[config.mk]
export PLATFORM = sky130hd
export DESIGN_NAME = preemptive_priority_slice_scheduler
export DESIGN_NICKNAME = d
export VERILOG_FILES = /design/src/ppss_pkg.sv /design/src/ppss_ram.sv /design/src/ppss_front.sv /design/src/ppss_back.sv /design/src/preemptive_priority_slice_scheduler.sv
export VERILOG_INCLUDE_DIRS = /design/src /design/src/src
export SDC_FILE = /design/constraint.sdc
export NUM_CORES = 1
export LEC_CHECK = 0
export BUFFER_PORTS_ARGS = -buffer_cell sky130_fd_sc_hd__buf_4
export CAP_MARGIN = 40
export CORE_UTILIZATION = 60
export CTS_CLUSTER_SIZE = 8
export DETAILED_ROUTE_END_ITERATION = 8
export PLACE_DENSITY = 0.85
export SETUP_SLACK_MARGIN = 0.2
export SYNTH_ARGS = -nofsm -noshare
export SYNTH_HDL_FRONTEND = slang
export SYNTH_SLANG_ARGS = --single-unit
[constraint.sdc]
create_clock -name i_clk -period 4.57 [get_ports i_clk]
set_clock_uncertainty 0.1 [all_clocks]
set_input_delay 0.914 -clock i_clk [delete_from_list [all_inputs] [get_ports i_clk]]
set_output_delay 0.914 -clock i_clk [all_outputs]
set_load 0.03 [all_outputs]
[src/preemptive_priority_slice_scheduler_macros.svh]
// Assertion macros used by the scheduler top level.
`ifndef PREEMPTIVE_PRIORITY_SLICE_SCHEDULER_MACROS_SVH
`define PREEMPTIVE_PRIORITY_SLICE_SCHEDULER_MACROS_SVH

// Same-cycle implication, disabled while reset is held
`define PPSS_ASSERT_NOW(lbl, clk, rst_n, ante, cons, msg) \
    lbl: assert property (@(posedge clk) disable iff (!(rst_n)) (ante) |-> (cons)) \
        else $error(msg);

// Next-cycle implication, disabled while reset is held
`define PPSS_ASSERT_NEXT(lbl, clk, rst_n, ante, cons, msg) \
    lbl: assert property (@(posedge clk) disable iff (!(rst_n)) (ante) |=> (cons)) \
        else $error(msg);

`endif

[src/ppss_pkg.sv]
// Types and constants shared by the priority slice scheduler modules.
`timescale 1ns / 1ps

package ppss_pkg;

    // Field widths
    localparam int SLOT_W  = 3;
    localparam int ID_W    = 8;
    localparam int REM_W   = 16;
    localparam int PRIO_W  = 8;

    // Packed stream widths, rounded up to whole bytes
    localparam int IN_TDATA_W  = 40;
    localparam int OUT_TDATA_W = 32;

    // Function codes carried in the input tuser
    localparam logic FUNC_LOAD = 1'b0;
    localparam logic FUNC_TICK = 1'b1;

    // Depth of the queue between front and back (power of two)
    localparam int QUEUE_D  = 2;
    localparam int QUEUE_AW = $clog2(QUEUE_D);

    // Classified item handed from front to back
    typedef struct packed {
        logic              is_tick;
        logic              slot_ok;
        logic [SLOT_W-1:0] slot;
        logic [ID_W-1:0]   id;
        logic [REM_W-1:0]  burst;
        logic [PRIO_W-1:0] prio;
    } t_item;

    // One task table entry as held in the RAM
    typedef struct packed {
        logic [PRIO_W-1:0] prio;
        logic [ID_W-1:0]   id;
        logic [REM_W-1:0]  rem;
    } t_entry;

    // One result beat
    typedef struct packed {
        logic              ran;
        logic [SLOT_W-1:0] slot;
        logic [ID_W-1:0]   id;
        logic [REM_W-1:0]  rem;
        logic              completed;
        logic              all_done;
    } t_result;

endpackage

[src/ppss_ram.sv]
// Generic single-write, single-read RAM with registered read data.
`timescale 1ns / 1ps

module ppss_ram #(
    parameter int WIDTH = 32,
    parameter int DEPTH = 8
) (
    input  logic                                    i_clk,
    input  logic                                    i_wr_en,
    input  logic [((DEPTH > 1) ? $clog2(DEPTH) : 1)-1:0] i_wr_addr,
    input  logic [WIDTH-1:0]                        i_wr_data,
    input  logic [((DEPTH > 1) ? $clog2(DEPTH) : 1)-1:0] i_rd_addr,
    output logic [WIDTH-1:0]                        o_rd_data
);

    logic [WIDTH-1:0] r_mem [DEPTH];

    // Write port and registered read port
    always_ff @(posedge i_clk) begin
        if (i_wr_en) begin
            r_mem[i_wr_addr] <= i_wr_data;
        end
        o_rd_data <= r_mem[i_rd_addr];
    end

endmodule

[src/ppss_front.sv]
// Front end: takes input beats, classifies them and queues them for the back end.
`timescale 1ns / 1ps

module ppss_front #(
    parameter int NUM_TASKS = 8
) (
    input  logic                             i_clk,
    input  logic                             i_rst_n,
    input  logic                             i_s_axis_tvalid,
    output logic                             o_s_axis_tready,
    input  logic [ppss_pkg::IN_TDATA_W-1:0]  i_s_axis_tdata,
    input  logic                             i_s_axis_tuser,
    output ppss_pkg::t_item                  o_item,
    output logic                             o_item_vld,
    input  logic                             i_pop
);

    import ppss_pkg::*;

    t_item                r_q [QUEUE_D];
    logic [QUEUE_AW-1:0]  r_wp, r_rp;
    logic [QUEUE_AW:0]    r_cnt, n_cnt;
    t_item                in_item;
    logic                 push;
    logic                 pop;

    // Unpack and classify the incoming beat
    always_comb begin
        in_item.is_tick = (i_s_axis_tuser == FUNC_TICK);
        in_item.slot    = i_s_axis_tdata[SLOT_W-1:0];
        in_item.id      = i_s_axis_tdata[SLOT_W +: ID_W];
        in_item.burst   = i_s_axis_tdata[SLOT_W+ID_W +: REM_W];
        in_item.prio    = i_s_axis_tdata[SLOT_W+ID_W+REM_W +: PRIO_W];
        in_item.slot_ok = (32'(in_item.slot) < 32'(NUM_TASKS));
    end

    assign o_s_axis_tready = (r_cnt != (QUEUE_AW+1)'(QUEUE_D));
    assign push            = i_s_axis_tvalid && o_s_axis_tready;
    assign pop             = i_pop && o_item_vld;
    assign o_item_vld      = (r_cnt != '0);
    assign o_item          = r_q[r_rp];

    always_comb begin
        n_cnt = r_cnt;
        if (push && !pop) begin
            n_cnt = r_cnt + 1'b1;
        end else if (pop && !push) begin
            n_cnt = r_cnt - 1'b1;
        end
    end

    // Queue pointers and fill count
    always_ff @(posedge i_clk) begin
        if (!i_rst_n) begin
            r_wp  <= '0;
            r_rp  <= '0;
            r_cnt <= '0;
        end else begin
            r_cnt <= n_cnt;
            if (push) begin
                r_wp <= r_wp + 1'b1;
            end
            if (pop) begin
                r_rp <= r_rp + 1'b1;
            end
        end
    end

    // Queue storage
    always_ff @(posedge i_clk) begin
        if (push) begin
            r_q[r_wp] <= in_item;
        end
    end

endmodule

[src/ppss_back.sv]
// Back end: task table, priority scan sequencer and result register.
`timescale 1ns / 1ps

module ppss_back #(
    parameter int NUM_TASKS = 8
) (
    input  logic              i_clk,
    input  logic              i_rst_n,
    input  ppss_pkg::t_item   i_item,
    input  logic              i_item_vld,
    output logic              o_pop,
    output ppss_pkg::t_result o_res,
    output logic              o_res_vld,
    input  logic              i_res_rdy
);

    import ppss_pkg::*;

    localparam int IW = (NUM_TASKS > 1) ? $clog2(NUM_TASKS) : 1;
    localparam int CW = $clog2(NUM_TASKS + 1);

    localparam logic [1:0] ST_IDLE = 2'd0;
    localparam logic [1:0] ST_SCAN = 2'd1;
    localparam logic [1:0] ST_UPD  = 2'd2;

    logic [1:0]           r_state, n_state;
    logic [CW-1:0]        r_cnt, n_cnt;
    logic [NUM_TASKS-1:0] r_live, n_live;
    logic                 r_cmp_vld;
    logic [IW-1:0]        r_cmp_idx;
    logic                 r_found;
    logic [IW-1:0]        r_best_idx;
    logic [PRIO_W-1:0]    r_best_prio;
    logic [ID_W-1:0]      r_best_id;
    logic [REM_W-1:0]     r_best_rem;
    t_result              r_res, n_res;
    logic                 r_res_vld;
    logic                 res_load;
    logic                 res_free;
    logic                 start_tick;
    logic                 rd_issue;
    logic                 take;
    logic                 wr_en;
    logic [IW-1:0]        wr_addr, rd_addr, slot_idx;
    t_entry               wr_data, rd_data;

    assign res_free  = !r_res_vld || i_res_rdy;
    assign slot_idx  = IW'(i_item.slot);
    assign o_res     = r_res;
    assign o_res_vld = r_res_vld;

    // Candidate from the RAM beats the best so far
    assign take = r_cmp_vld && r_live[r_cmp_idx] && (!r_found || rd_data.prio < r_best_prio);

    // Sequencer: a load is handled in the idle state, a tick runs as scan then update
    always_comb begin
        n_state    = r_state;
        n_cnt      = r_cnt;
        n_live     = r_live;
        n_res      = r_res;
        res_load   = 1'b0;
        o_pop      = 1'b0;
        start_tick = 1'b0;
        rd_issue   = 1'b0;
        rd_addr    = r_cnt[IW-1:0];
        wr_en      = 1'b0;
        wr_addr    = r_best_idx;
        wr_data    = '{prio: r_best_prio, id: r_best_id, rem: REM_W'(r_best_rem - 1'b1)};
        case (r_state)
            ST_IDLE: begin
                if (i_item_vld && (i_item.is_tick || res_free)) begin
                    o_pop = 1'b1;
                    if (i_item.is_tick) begin
                        start_tick = 1'b1;
                        rd_issue   = 1'b1;
                        rd_addr    = '0;
                        n_cnt      = CW'(1);
                        n_state    = ST_SCAN;
                    end else begin
                        if (i_item.slot_ok) begin
                            wr_en            = 1'b1;
                            wr_addr          = slot_idx;
                            wr_data          = '{prio: i_item.prio, id: i_item.id,
                                                 rem: i_item.burst};
                            n_live[slot_idx] = |i_item.burst;
                        end
                        res_load       = 1'b1;
                        n_res          = '0;
                        n_res.all_done = ~|n_live;
                    end
                end
            end
            ST_SCAN: begin
                if (r_cnt == CW'(NUM_TASKS)) begin
                    n_state = ST_UPD;
                end else begin
                    rd_issue = 1'b1;
                    n_cnt    = r_cnt + 1'b1;
                end
            end
            ST_UPD: begin
                if (res_free) begin
                    res_load = 1'b1;
                    n_state  = ST_IDLE;
                    n_res    = '0;
                    if (r_found) begin
                        wr_en           = 1'b1;
                        n_res.ran       = 1'b1;
                        n_res.slot      = SLOT_W'(r_best_idx);
                        n_res.id        = r_best_id;
                        n_res.rem       = REM_W'(r_best_rem - 1'b1);
                        n_res.completed = (r_best_rem == REM_W'(1));
                        if (r_best_rem == REM_W'(1)) begin
                            n_live[r_best_idx] = 1'b0;
                        end
                    end
                    n_res.all_done = ~|n_live;
                end
            end
            default: begin
                n_state = ST_IDLE;
            end
        endcase
    end

    // Control registers
    always_ff @(posedge i_clk) begin
        if (!i_rst_n) begin
            r_state   <= ST_IDLE;
            r_cnt     <= '0;
            r_live    <= '0;
            r_cmp_vld <= 1'b0;
            r_found   <= 1'b0;
            r_res_vld <= 1'b0;
        end else begin
            r_state   <= n_state;
            r_cnt     <= n_cnt;
            r_live    <= n_live;
            r_cmp_vld <= rd_issue;
            if (start_tick) begin
                r_found <= 1'b0;
            end else if (take) begin
                r_found <= 1'b1;
            end
            if (res_load) begin
                r_res_vld <= 1'b1;
            end else if (i_res_rdy) begin
                r_res_vld <= 1'b0;
            end
        end
    end

    // Scan payload: compare index and best candidate so far
    always_ff @(posedge i_clk) begin
        r_cmp_idx <= rd_addr;
        if (take) begin
            r_best_idx  <= r_cmp_idx;
            r_best_prio <= rd_data.prio;
            r_best_id   <= rd_data.id;
            r_best_rem  <= rd_data.rem;
        end
        if (res_load) begin
            r_res <= n_res;
        end
    end

    // Task table; every slot is read during a scan, but only entries whose live bit is set are compared
    ppss_ram #(
        .WIDTH ($bits(t_entry)),
        .DEPTH (NUM_TASKS)
    ) u_table (
        .i_clk     (i_clk),
        .i_wr_en   (wr_en),
        .i_wr_addr (wr_addr),
        .i_wr_data (wr_data),
        .i_rd_addr (rd_addr),
        .o_rd_data (rd_data)
    );

endmodule

[src/preemptive_priority_slice_scheduler.sv]
// Top level of the preemptive priority slice scheduler.
//
//  channel   dir  handshake            tdata / tuser
//  s_axis    in   tvalid/tready        tuser func; tdata slot, id, burst, priority
//  m_axis    out  tvalid/tready        tuser ran; tdata slot, id, remaining, flags
//
// A load goes from the queue head into the back end's result register; the output
// register then holds the beat while it is offered.
// A tick makes one RAM read per slot through the task table's single read port,
// then an update step writes back the chosen entry, if any, once the result register is free.
// Reset (synchronous, active low) clears all live bits, so every slot reads as empty.
// A two-entry input queue and a two-deep result path let either side stall alone.
`timescale 1ns / 1ps
`include "preemptive_priority_slice_scheduler_macros.svh"

module preemptive_priority_slice_scheduler #(
    parameter int NUM_TASKS = 8
) (
    input  logic                             i_clk,
    input  logic                             i_rst_n,
    input  logic                             i_s_axis_tvalid,
    output logic                             o_s_axis_tready,
    // [2:0] slot, [10:3] load_id, [26:11] load_burst, [34:27] load_priority
    input  logic [ppss_pkg::IN_TDATA_W-1:0]  i_s_axis_tdata,
    // [0] func
    input  logic                             i_s_axis_tuser,
    output logic                             o_m_axis_tvalid,
    input  logic                             i_m_axis_tready,
    // [2:0] ran_slot, [10:3] ran_id, [26:11] ran_remaining, [27] completed, [28] all_done
    output logic [ppss_pkg::OUT_TDATA_W-1:0] o_m_axis_tdata,
    // [0] ran
    output logic                             o_m_axis_tuser
);

    import ppss_pkg::*;

    t_item   item;
    logic    item_vld;
    logic    pop;
    t_result back_res;
    logic    back_vld;
    logic    back_rdy;
    t_result r_out;
    logic    r_out_vld;

    ppss_front #(
        .NUM_TASKS (NUM_TASKS)
    ) u_front (
        .i_clk           (i_clk),
        .i_rst_n         (i_rst_n),
        .i_s_axis_tvalid (i_s_axis_tvalid),
        .o_s_axis_tready (o_s_axis_tready),
        .i_s_axis_tdata  (i_s_axis_tdata),
        .i_s_axis_tuser  (i_s_axis_tuser),
        .o_item          (item),
        .o_item_vld      (item_vld),
        .i_pop           (pop)
    );

    ppss_back #(
        .NUM_TASKS (NUM_TASKS)
    ) u_back (
        .i_clk      (i_clk),
        .i_rst_n    (i_rst_n),
        .i_item     (item),
        .i_item_vld (item_vld),
        .o_pop      (pop),
        .o_res      (back_res),
        .o_res_vld  (back_vld),
        .i_res_rdy  (back_rdy)
    );

    // Output register
    assign back_rdy = !r_out_vld || i_m_axis_tready;

    always_ff @(posedge i_clk) begin
        if (!i_rst_n) begin
            r_out_vld <= 1'b0;
        end else if (back_rdy) begin
            r_out_vld <= back_vld;
        end
    end

    always_ff @(posedge i_clk) begin
        if (back_rdy && back_vld) begin
            r_out <= back_res;
        end
    end

    // Pack the result beat
    assign o_m_axis_tvalid = r_out_vld;
    assign o_m_axis_tuser  = r_out.ran;
    assign o_m_axis_tdata  = {3'b000, r_out.all_done, r_out.completed, r_out.rem,
                              r_out.id, r_out.slot};

    // Checks on the result path
    `PPSS_ASSERT_NOW(a_idle_zero, i_clk, i_rst_n, r_out_vld && !r_out.ran, r_out.slot == '0 && r_out.id == '0 && r_out.rem == '0 && !r_out.completed, "beat without a run carries task data")
    `PPSS_ASSERT_NOW(a_done_rem, i_clk, i_rst_n, r_out_vld && r_out.completed, r_out.ran && r_out.rem == '0, "completed beat with time left")
    `PPSS_ASSERT_NOW(a_live_busy, i_clk, i_rst_n, r_out_vld && r_out.ran && !r_out.completed, !r_out.all_done, "all_done while the run task still has time")
    `PPSS_ASSERT_NEXT(a_handoff, i_clk, i_rst_n, back_vld && back_rdy, r_out_vld, "result lost between back end and output register")

endmodule
# Word-level counts from Yosys, hierarchy flattened

Memories as Yosys holds them, arrays and structs flattened. A register that Yosys moved wholly into a read port is not among the register bits.
Cells that the tools add are included.

Reductions and logical operators: 35
Mux-type cells: 71
Magnitude comparators: 6
Add/subtract/negate cells: 6
Equal/unequal tests: 11
Bitwise operators: 3

Operators by type and width:

| operator              | count |
|---|---|
| $mux 32               | 4 |
| $mux 30               | 3 |
| $mux 8                | 11 |
| $pmux 30 s2           | 1 |
| $mux 29               | 1 |
| $mux 1                | 25 |
| $mux 3                | 7 |
| $eq 16x1->1 const B   | 1 |
| $pmux 8 s2            | 1 |
| $reduce_or 16->1      | 1 |
| $reduce_or 8->1       | 2 |
| $sub 16x1->16 const B | 1 |
| $lt 3x4->1 const B    | 3 |
| $mux 2                | 6 |
| $mux 4                | 3 |
| $reduce_and 4->1      | 3 |
| $logic_and 1x1->1     | 10 |
| $reduce_bool 2->1     | 5 |
| $and 8x8->8           | 1 |
| $bwmux 8              | 1 |
| $lt 8x8->1            | 1 |
| $ne 2x1->1 const B    | 4 |
| $not 8->8             | 1 |
| $pmux 4 s2            | 1 |
| other kinds (19)      | 35 |

Input port bits: 45
Output and inout bits: 35
Memories: 2
Bits in writable memories: 328
Bits in registers: 120

Memories:

| name                 | depth | bits a word | read ports | clocked after memory_dff | write ports | line             | source |
|---|---|---|---|---|---|---|---|
| u_back.u_table.r_mem | 8     | 32          | 1          | 1                        | 1           | ppss_ram.sv:16   | `logic [WIDTH-1:0] r_mem [DEPTH];` |
| u_front.r_q          | 2     | 36          | 1          | 1                        | 1           | ppss_front.sv:20 | `t_item r_q [QUEUE_D];` |

# Logic depth before layout (Yosys ltp)

Gate-level depths: netlist of the first run.

Depth in word-level cells: 14
Depth in mapped cells: 11
Gate-level depth less buffers: 8

# Cells and area by module

From an unflattened synthesis of the first run, not the netlist that was laid out.

Cells, all modules: 999
Area total of the unflattened synthesis: 18,632.9 µm²

By module, submodules not included:

| module                              | sequential area each (µm²) | area an instance (µm²) | cells each | instances |
|---|---|---|---|---|
| ppss_ram                            | 8,328.0                    | 10,466.3               | 415        | 1 |
| ppss_back                           | 2,352.3                    | 4,337.9                | 407        | 1 |
| ppss_front                          | 2,262.2                    | 2,844.0                | 138        | 1 |
| preemptive_priority_slice_scheduler | 920.9                      | 984.7                  | 39         | 1 |

# Least setup slack after synthesis of the first run

OpenSTA, ideal clock, no wires.

Path type: input port to flip-flop
Start point: input port i_m_axis_tready
End point: memory u_back.u_table.r_mem[6][0] (enable)
Data arrival time: 3,550 ps
Stages on the path: 7
Required time: 4,049 ps
Setup slack: 499 ps
Path buffers: 2
Path through: and3b_1 > or4b_1 > buf_2 > buf_2 > nor3_1 > a31oi_1 > nor2_1

Cells in the longest elaborated chain, start to end: 8
Elaborated cells on any way between the ends: 11

Ends and longest elaborated chain:

| what                         | line                                      | source |
|---|---|---|
| start, declared              | preemptive_priority_slice_scheduler.sv:28 | `input logic i_m_axis_tready,` |
| $logic_or 1x1->1 (*)         | preemptive_priority_slice_scheduler.sv:74 | `assign back_rdy = !r_out_vld \|\| i_m_axis_tready;` |
| $logic_or 1x1->1 (*)         | ppss_back.sv:47                           | `assign res_free = !r_res_vld \|\| i_res_rdy;` |
| $logic_or 1x1->1             | ppss_back.sv:71                           | `if (i_item_vld && (i_item.is_tick \|\| res_free)) begin` |
| $logic_and 1x1->1            | ppss_back.sv:71                           |  |
| $mux 1                       | ppss_back.sv:71                           |  |
| $pmux 1 s2                   | ppss_back.sv:69                           | `case (r_state)` |
| $mux 1                       | ppss_ram.sv:20                            | `if (i_wr_en) begin` |
| $mux 1 (not written as such) | ppss_ram.sv:21                            | `r_mem[i_wr_addr] <= i_wr_data;` |
| end, declared                | ppss_ram.sv:16                            |  |

Mark *: on every way between the ends. The rest lies on a longest branch, timed or not.

==> reports/results.txt, run 1 <==
status: complete, no violations
core area: 0.03051 mm^2
DRT antenna net count: 0
Routed WL per cell: 22.94 um
Reg area: 0.01387 mm^2
post-synth cell types: 57
io pins: 80
PnR Total Power: 13650 uW
total track usage: 27.81%
Pint: 9560 uW
worst hold start: u_back.u_table.o_rd_data[21]
mapped cell area: 0.01858 mm^2
CTS Hold Bufs: 0
Synth Area in Adders: 0.8080%
hold slack final: 0.3007 ns
startpoint types: register
Die Area: 0.03168 mm^2
simple-gate share of the synthesized area: 10.61%
GPL Wtd Cong: 0.9032
largest family of logic cells by synthesized area: simple AND/OR/NAND/NOR gates
ANT cells: 0
final worst-path cycle share: 72.92%
Cells after Synth: 1281
leakage: 0.007528 uW
post-route minimum period: 3.333 ns
hold depth: 0
CP endpoint kind: register
CTS tree: done
worst slew pin tran: 0.9134 ns
Synth Area in XOR/XNOR: 0.9426%
chip width: 178.0 um
num rows: 64
mean area per synthesized cell: 14.51 um^2
initial core utilization: 60.91%
Vias: 11400
DR iter-0 viols: 1495
grt total ovfl: 0
Synth Warn #: 0
multiplexer share of the synthesized area: 5.636%
dpl hpwl: 23.46 mm
vias per cell: 6.201
Hold Crit Class: reg -> reg
clk_lat worst skew: 0.58 ns
reg2reg path depth: 7
RSZ-0062 raised after global routing: false
post-CTS setup buffer count: 0
Hold EP: u_back.r_best_id[5]
Worst EP required: 4.73 ns
top_reg_cell synth: edfxtp_1
maximum VDD drop: 508.0 uV
fill cell count: 1729
layout cells sized above 1: 16.77%
Final Setup Violations: 0
vias in the first global route: 11870
f_max: 0.3001 GHz
final hold violations: 0
Worst-path clk slew: 0.05 ns
largest net degree at the start of global routing: 65
Die Y: 178.0 um
clk buf depth: 3
Pwr per Cell Area: 625.0 mW/mm^2
PortBufs: 71
CTS Buf Count: 70
number of antenna violations at the first check in global routing: 0
Resized cells post-CTS: 0
P_sw: 4095 uW
clock power share: 35.2%
r2r endpoint: u_back.u_table.r_mem[1][30]
Flop pwr share: 44.4%
multi-input logic area: 0.004468 mm^2
max cap viols: 0
Post-synth EDFFs: 423
TritonRoute pass-1 iters: 5
DRC: 0
Yosys reg bits: 481
Slew HR: 39.02%
sequential fraction of the synthesis area: 74.60%
CP Max Fanout: 58
worst setup path class: reg -> reg
WL final: 42.19 mm
r2r setup slk: 1.24 ns
H-tree depth: 3
Gate power share: 20.4%
worst path arrival time: 3.50 ns
root buf cell: clkbuf_16
Nets: 1445
Area Overhead vs Synth: 17.56%
Synth Area in Compound Gates: 5.427%
first-pass GRT wire length: 65.05 mm
total negative slack: 0 ns
Slew Viols, Final: 0
CTS sink count: 481
Async S/R FF share, synth: 0%
sw frac: 29.99%
registers in the layout (all words and copies together) (netlist names), 2 cells and up, named ones only:
name and count:
u_front.r_cnt 2, u_back.r_state 2, u_back.r_best_idx 3, u_back.r_best_id 8, u_back.r_cmp_idx 3, u_back.r_cnt 4
u_back.o_res 30, u_back.r_live 8, o_m_axis_tdata 29, u_back.r_best_prio 8, u_front.r_q 72, u_back.r_best_rem 16
u_back.u_table.o_rd_data 32, u_back.u_table.r_mem 256
worst max path at each step:
| stage | start | to | cells after the start | slack [ns] |
|---|---|---|---|---|
| 6_report | register | u_back.u_table.r_mem[1][30] | 7 | 1.24 |
| 5_1_grt | register | u_back.u_table.r_mem[1][30] | 7 | 1.15 |
| 4_1_cts | register | u_back.u_table.r_mem[1][30] | 7 | 1.33 |
| 3_5_place_dp | i_m_axis_tready | u_back.u_table.r_mem[2][18] | 7 | 0.80 |
| 3_3_place_gp | i_m_axis_tready | u_back.u_table.r_mem[2][18] | 7 | 0.83 |
| 2_1_floorplan | i_m_axis_tready | u_back.u_table.r_mem[6][0] | 7 | 0.50 |
critical path, cell delays in order, from the launching register on:
cell and delay [ns]:
dfxtp_2 0.36, buf_4 0.62, mux2i_1 0.62, nand2_1 0.23, nor2_1 0.19, a21oi_1 0.14, nor2_4 0.50, buf_12 0.25
power by group through the flow:
stage / logic (uW) / clock network, uW / registers (uW)
final: 2780 / 4810 / 6070
after global routing: 3020 / 5040 / 6110
after CTS: 2750 / 4870 / 6060
after detailed placement: 2680 / 0 / 6120
after global placement: 2460 / 0 / 6090
after floorplan: 1730 / 0 / 6120
cells by family after synthesis:
| kind of cell | after synthesis |
|---|---|
| adders and majority gates | 12 |
| xor gates and xnor gates | 20 |
| and+or+nand+nor | 444 |
| other | 1 |
| muxes | 61 |
| DFF | 481 |
| AOI/OAI and AO/OA | 175 |
| buffers and inverters | 87 |
metrics by stage:
stage          util (%)  std cells  setup WS [ns]  instance area, um^2
3_5_place_dp      64.77       1711         0.8018                19760
2_1_floorplan         -       1283         0.4993                18590
6_report          71.60       1839          1.237                21850
5_1_grt           71.60       1839          1.149                21850
4_1_cts           71.59       1838          1.332                21840
3_3_place_gp      64.26       1704         0.8271                19600
Yosys cell counts (all sizes together), types with 2 or more instances:
cell type / instances / share of area [%]
nand3: 37 / 1.0
o31a: 2 / 0.094
nand4: 5 / 0.25
buf: 31 / 0.82
inv: 21 / 0.42
o211ai: 2 / 0.081
o32ai: 3 / 0.14
clkbuf: 35 / 0.71
ha: 12 / 0.81
and3b: 2 / 0.094
nor3: 24 / 0.65
a21oi: 33 / 0.89
nand2: 142 / 2.9
o21a: 2 / 0.088
and3: 11 / 0.38
mux4: 34 / 4.1
nor4b: 2 / 0.18
xnor2: 12 / 0.57
xor2: 8 / 0.38
dfxtp: 58 / 6.2
a211oi: 18 / 0.73
mux2: 6 / 0.38
nor2: 172 / 3.5
nor2b: 20 / 0.67
o311ai: 3 / 0.14
o21ai: 98 / 2.6
a31oi: 4 / 0.13
nand2b: 6 / 0.20
nor4: 12 / 0.40
nand3b: 4 / 0.16
a41o: 2 / 0.11
mux2i: 21 / 1.1
edfxtp: 423 / 68
or3: 3 / 0.10
area by class of cell:
type	instances	area share, %
inverters	21	0.3608
clock buffers	119	8.860
flip-flops and latches	481	63.47
well taps	396	2.268
clock inverters	8	0.6586
repair buffers	99	3.929
multi-input cells	715	20.45
metal layers:
metal / track usage, % / part of all wire (%)
met1: 35.12 / 38
met2: 47.10 / 51
met3: 4.369 / 8.0
met4: 13.64 / 3.6
met5: 0 / 0
placed cells by master, fill, tap and decap left out, drive strengths merged, types with 3 or more instances in the layout:
cell and count:
nand4 5, o32ai 3, a21oi 33, mux4 34, and3 11, mux2 6, clkbuf 119, ha 12
nand2 142, a211oi 18, nor2b 20, a31oi 4, xor2 8, inv 26, dfxtp 58, edfxtp 423
nor3 24, or3 3, clkinv 3, nand3 37, xnor2 12, nand3b 4, o311ai 3, nor2 172
nand2b 6, buf 99, nor4 12, o21ai 98, conb 3, mux2i 21
(Power assumes the default switching activity.)
==> run 2: changes to the inputs <==
- ABC_AREA: default -> 1
- clock period: 4.57 -> 3.3 ns (I/O delays scaled with it)
==> run 2 against run 1 <==
- die area increased by 3.0%
- synthesized area rose by 3.1%
- non-clock buffer count grew 15
- critical path depth increased by 3
- sequential share of layout area down 1.4 points
- first-iteration DRC count fell by 16%
- critical endpoint is now u_back.u_table.r_mem[3][25]
==> reports/results.txt, run 2 <==
Die Y: 180.7 um (was 178.0 um)
Async S/R FF share, synth: 0% (unchanged)
largest net degree at the start of global routing: 102 (was 65)
number of antenna violations at the first check in global routing: 1 (was 0)
most common cell after layout, fill and taps aside: edfxtp_1 (unchanged)
Resized cells post-CTS: 0 (unchanged)
DR iter-0 viols: 1253 (was 1495)
CP Max Fanout: 20 (was 58)
top_reg_cell synth: edfxtp_1 (unchanged)
GR Util met3: 4.709% (was 4.369%)
Crit-path slowest cell: o211ai_1 (was buf_4)
io pins: 80 (unchanged)
CP delay by family, top: buffers and inverters (was simple AND/OR/NAND/NOR gates)
post-synth cell types: 38 (was 57)
worst setup path class: reg -> reg (unchanged)
Nets: 1638 (was 1445)
Yosys top cell area share: 66.32% (was 68.35%)
crit path cell chain: inv_2, nand2_2, nand2_4, inv_1, a21oi_2, nand2_2, o21ai_0, o211ai_1, nor2_4, buf_4 (was buf_4, mux2i_1, nand2_1, nor2_1, a21oi_1, nor2_4, buf_12)
DRT antenna net count: 0 (unchanged)
GPL Wtd Cong: 0.9270 (was 0.9032)
startpoint types: register (unchanged)
total negative slack: 0 ns (unchanged)
CTS tree: done (unchanged)
mean area per synthesized cell: 13.08 um^2 (was 14.51 um^2)
dpl hpwl: 24.20 mm (was 23.46 mm)
DRC: 0 (unchanged)
most frequent cells in the layout: edfxtp_1 (423), nand2_1 (216), o211ai_1 (132), nor2_1 (102), or2_1 (101) (was edfxtp_1 (423), nor2_1 (162), nand2_1 (140), buf_4 (91), o21ai_0 (71))
CP endpoint kind: register (unchanged)
first-pass GRT wire length: 66.10 mm (was 65.05 mm)
Slew HR: 37.57% (was 39.02%)
CTS Buf Count: 70 (unchanged)
Worst-path clk slew: 0.05 ns (about the same)
RSZ-0062 raised after global routing: false (unchanged)
final core occ: 70.99% (was 71.60%)
final worst-path cycle share: 89.24% (was 72.92%)
CTS sink count: 481 (unchanged)
ANT cells: 0 (unchanged)
PortBufs: 71 (unchanged)
Reg area: 0.01386 mm^2 (was 0.01387 mm^2)
CP dominant cell by count: nand2_2
Area Overhead vs Synth: 16.65% (was 17.56%)
most numerous cell in the Yosys netlist: edfxtp_1 (unchanged)
Final Setup Violations: 0 (unchanged)
Die Area: 0.03264 mm^2 (was 0.03168 mm^2)
initial core utilization: 60.85% (was 60.91%)
clk_lat worst skew: 0.56 ns (was 0.58 ns)
largest reg by FF count: u_back.u_table.r_mem (unchanged)
Worst path max stage delay: 0.43 ns (was 0.62 ns)
crit path buf inv count: 3 (was 2)
vias in the first global route: 12140 (was 11870)
clk buf depth: 3 (unchanged)
mapped cell area: 0.01915 mm^2 (was 0.01858 mm^2)
# placed instances: 1906 (was 1711)
Vias: 12210 (was 11400)
Area contributors post-synth: edfxtp_1 (66%), dfxtp_1 (6.1%), o211ai_1 (5.2%) (was edfxtp_1 (68%), dfxtp_1 (6.2%), mux4_2 (4.1%))
final setup margin: 0.3551 ns (was 1.237 ns)
Post-synth EDFFs: 423 (unchanged)
post-CTS setup buffer count: 0 (unchanged)
Slew Viols, Final: 0 (unchanged)
leakage: 0.007843 uW (was 0.007528 uW)
Hold Crit Class: in -> reg (was reg -> reg)
Worst EP required: 3.40 ns (was 4.73 ns)
multi-input logic area: 0.004663 mm^2 (was 0.004468 mm^2)
sequential fraction of the synthesis area: 72.38% (was 74.60%)
CTS Hold Bufs: 0 (unchanged)
post-synth top area cell: edfxtp_1 (unchanged)
max cap viols: 0 (unchanged)
layout cells sized above 1: 15.33% (was 16.77%)
Cells after Synth: 1464 (was 1281)
worst slew pin tran: 0.9267 ns (was 0.9134 ns)
fill cell count: 1857 (was 1729)
Yosys reg bits: 481 (unchanged)
f_max: 0.3396 GHz (was 0.3001 GHz)
maximum VDD drop: 636.1 uV (was 508.0 uV)
chip width: 180.7 um (was 178.0 um)
biggest regs: u_back.u_table.r_mem x256, u_front.r_q x72, u_back.u_table.o_rd_data x32 (unchanged)
num rows: 65 (was 64)
core area: 0.03147 mm^2 (was 0.03051 mm^2)
status: complete, no violations (unchanged)
Pwr per Cell Area: 915.0 mW/mm^2 (was 625.0 mW/mm^2)
total track usage: 26.55% (was 27.81%)
Synth Warn #: 0 (unchanged)
H-tree depth: 3 (unchanged)
WL final: 42.96 mm (was 42.19 mm)
root buf cell: clkbuf_16 (unchanged)
max reg flops: 256 (unchanged)
Routed WL per cell: 21.13 um (was 22.94 um)
busiest grt layer: met2 (unchanged)
GRT met1 Usage: 33.83% (was 35.12%)
vias per cell: 6.005 (was 6.201)
TritonRoute pass-1 iters: 6 (was 5)
met2 usage: 45.17% (was 47.10%)
worst path arrival time: 3.05 ns (was 3.50 ns)
final hold violations: 0 (unchanged)
grt total ovfl: 0 (unchanged)
post-place setup slack: 0.3680 ns (was 0.8018 ns)
post-route minimum period: 2.945 ns (was 3.333 ns)
non-filler cells, final: 2033 (was 1839)
Post-synth top cells: edfxtp_1 (423), nand2_1 (217), o211ai_1 (132) (was edfxtp_1 (423), nor2_1 (172), nand2_1 (142))
run 2: report_power, final:
group / total, uW / internal [uW] / switching [uW]
sequential: 8650 / 8280 / 374
clock: 6450 / 4040 / 2420
combinational: 5340 / 1640 / 3700
run 2: final timing paths:
kind / cells past startpoint / slack, ns / end / start
hold reg to reg: 0 / 0.30 / u_back.r_best_id[1] / u_back.u_table.o_rd_data[17]
setup / recovery: 10 / 0.36 / u_back.u_table.r_mem[3][25] / register
setup reg to reg: 10 / 0.36 / u_back.u_table.r_mem[3][25] / register
hold / removal: 1 / 0.18 / u_front.r_q[0][29] / i_s_axis_tdata[8]
run 2: final cells by class:
cell class              count  area share, %
well taps                 402          2.251
inverters                  87          1.467
clock inverters             5         0.2296
repair buffers            114          4.312
multi-input cells         827          20.87
flip-flops and latches    481          62.05
clock buffers             117          8.820
run 2: kinds of logic (layout without fill, tap and decap cells):
kind of cell | Yosys count | count (layout) | synth area share (%)
AOI/OAI and AO/OA | 257 | 257 | 9.172
xor gates and xnor gates | 12 | 12 | 0.5487
adders and majority gates | 12 | 12 | 0.7839
buffers and inverters | 158 | 323 | 3.795
DFF | 481 | 481 | 72.38
other | 1 | 3 | 0.01958
and+or+nand+nor | 543 | 543 | 13.30
run 2: routing by layer:
metal	share of wire [%]	wire length (um)
met4	3.4	1448
met5	0.035	15
met2	50	21350
met1	38	16340
met3	8.9	3805
run 2: through the flow:
| stage | hold slack (ns) | total power, uW | instance area [um^2] |
|---|---|---|---|
| after global placement | 0.2861 | 13520 | 20270 |
| after detailed placement | 0.2903 | 13850 | 20300 |
| after global routing | 0.1666 | 21280 | 22340 |
| after floorplan | 0.2855 | 12210 | 19170 |
| after CTS | 0.1664 | 20420 | 22320 |
| final | 0.1840 | 20440 | 22340 |
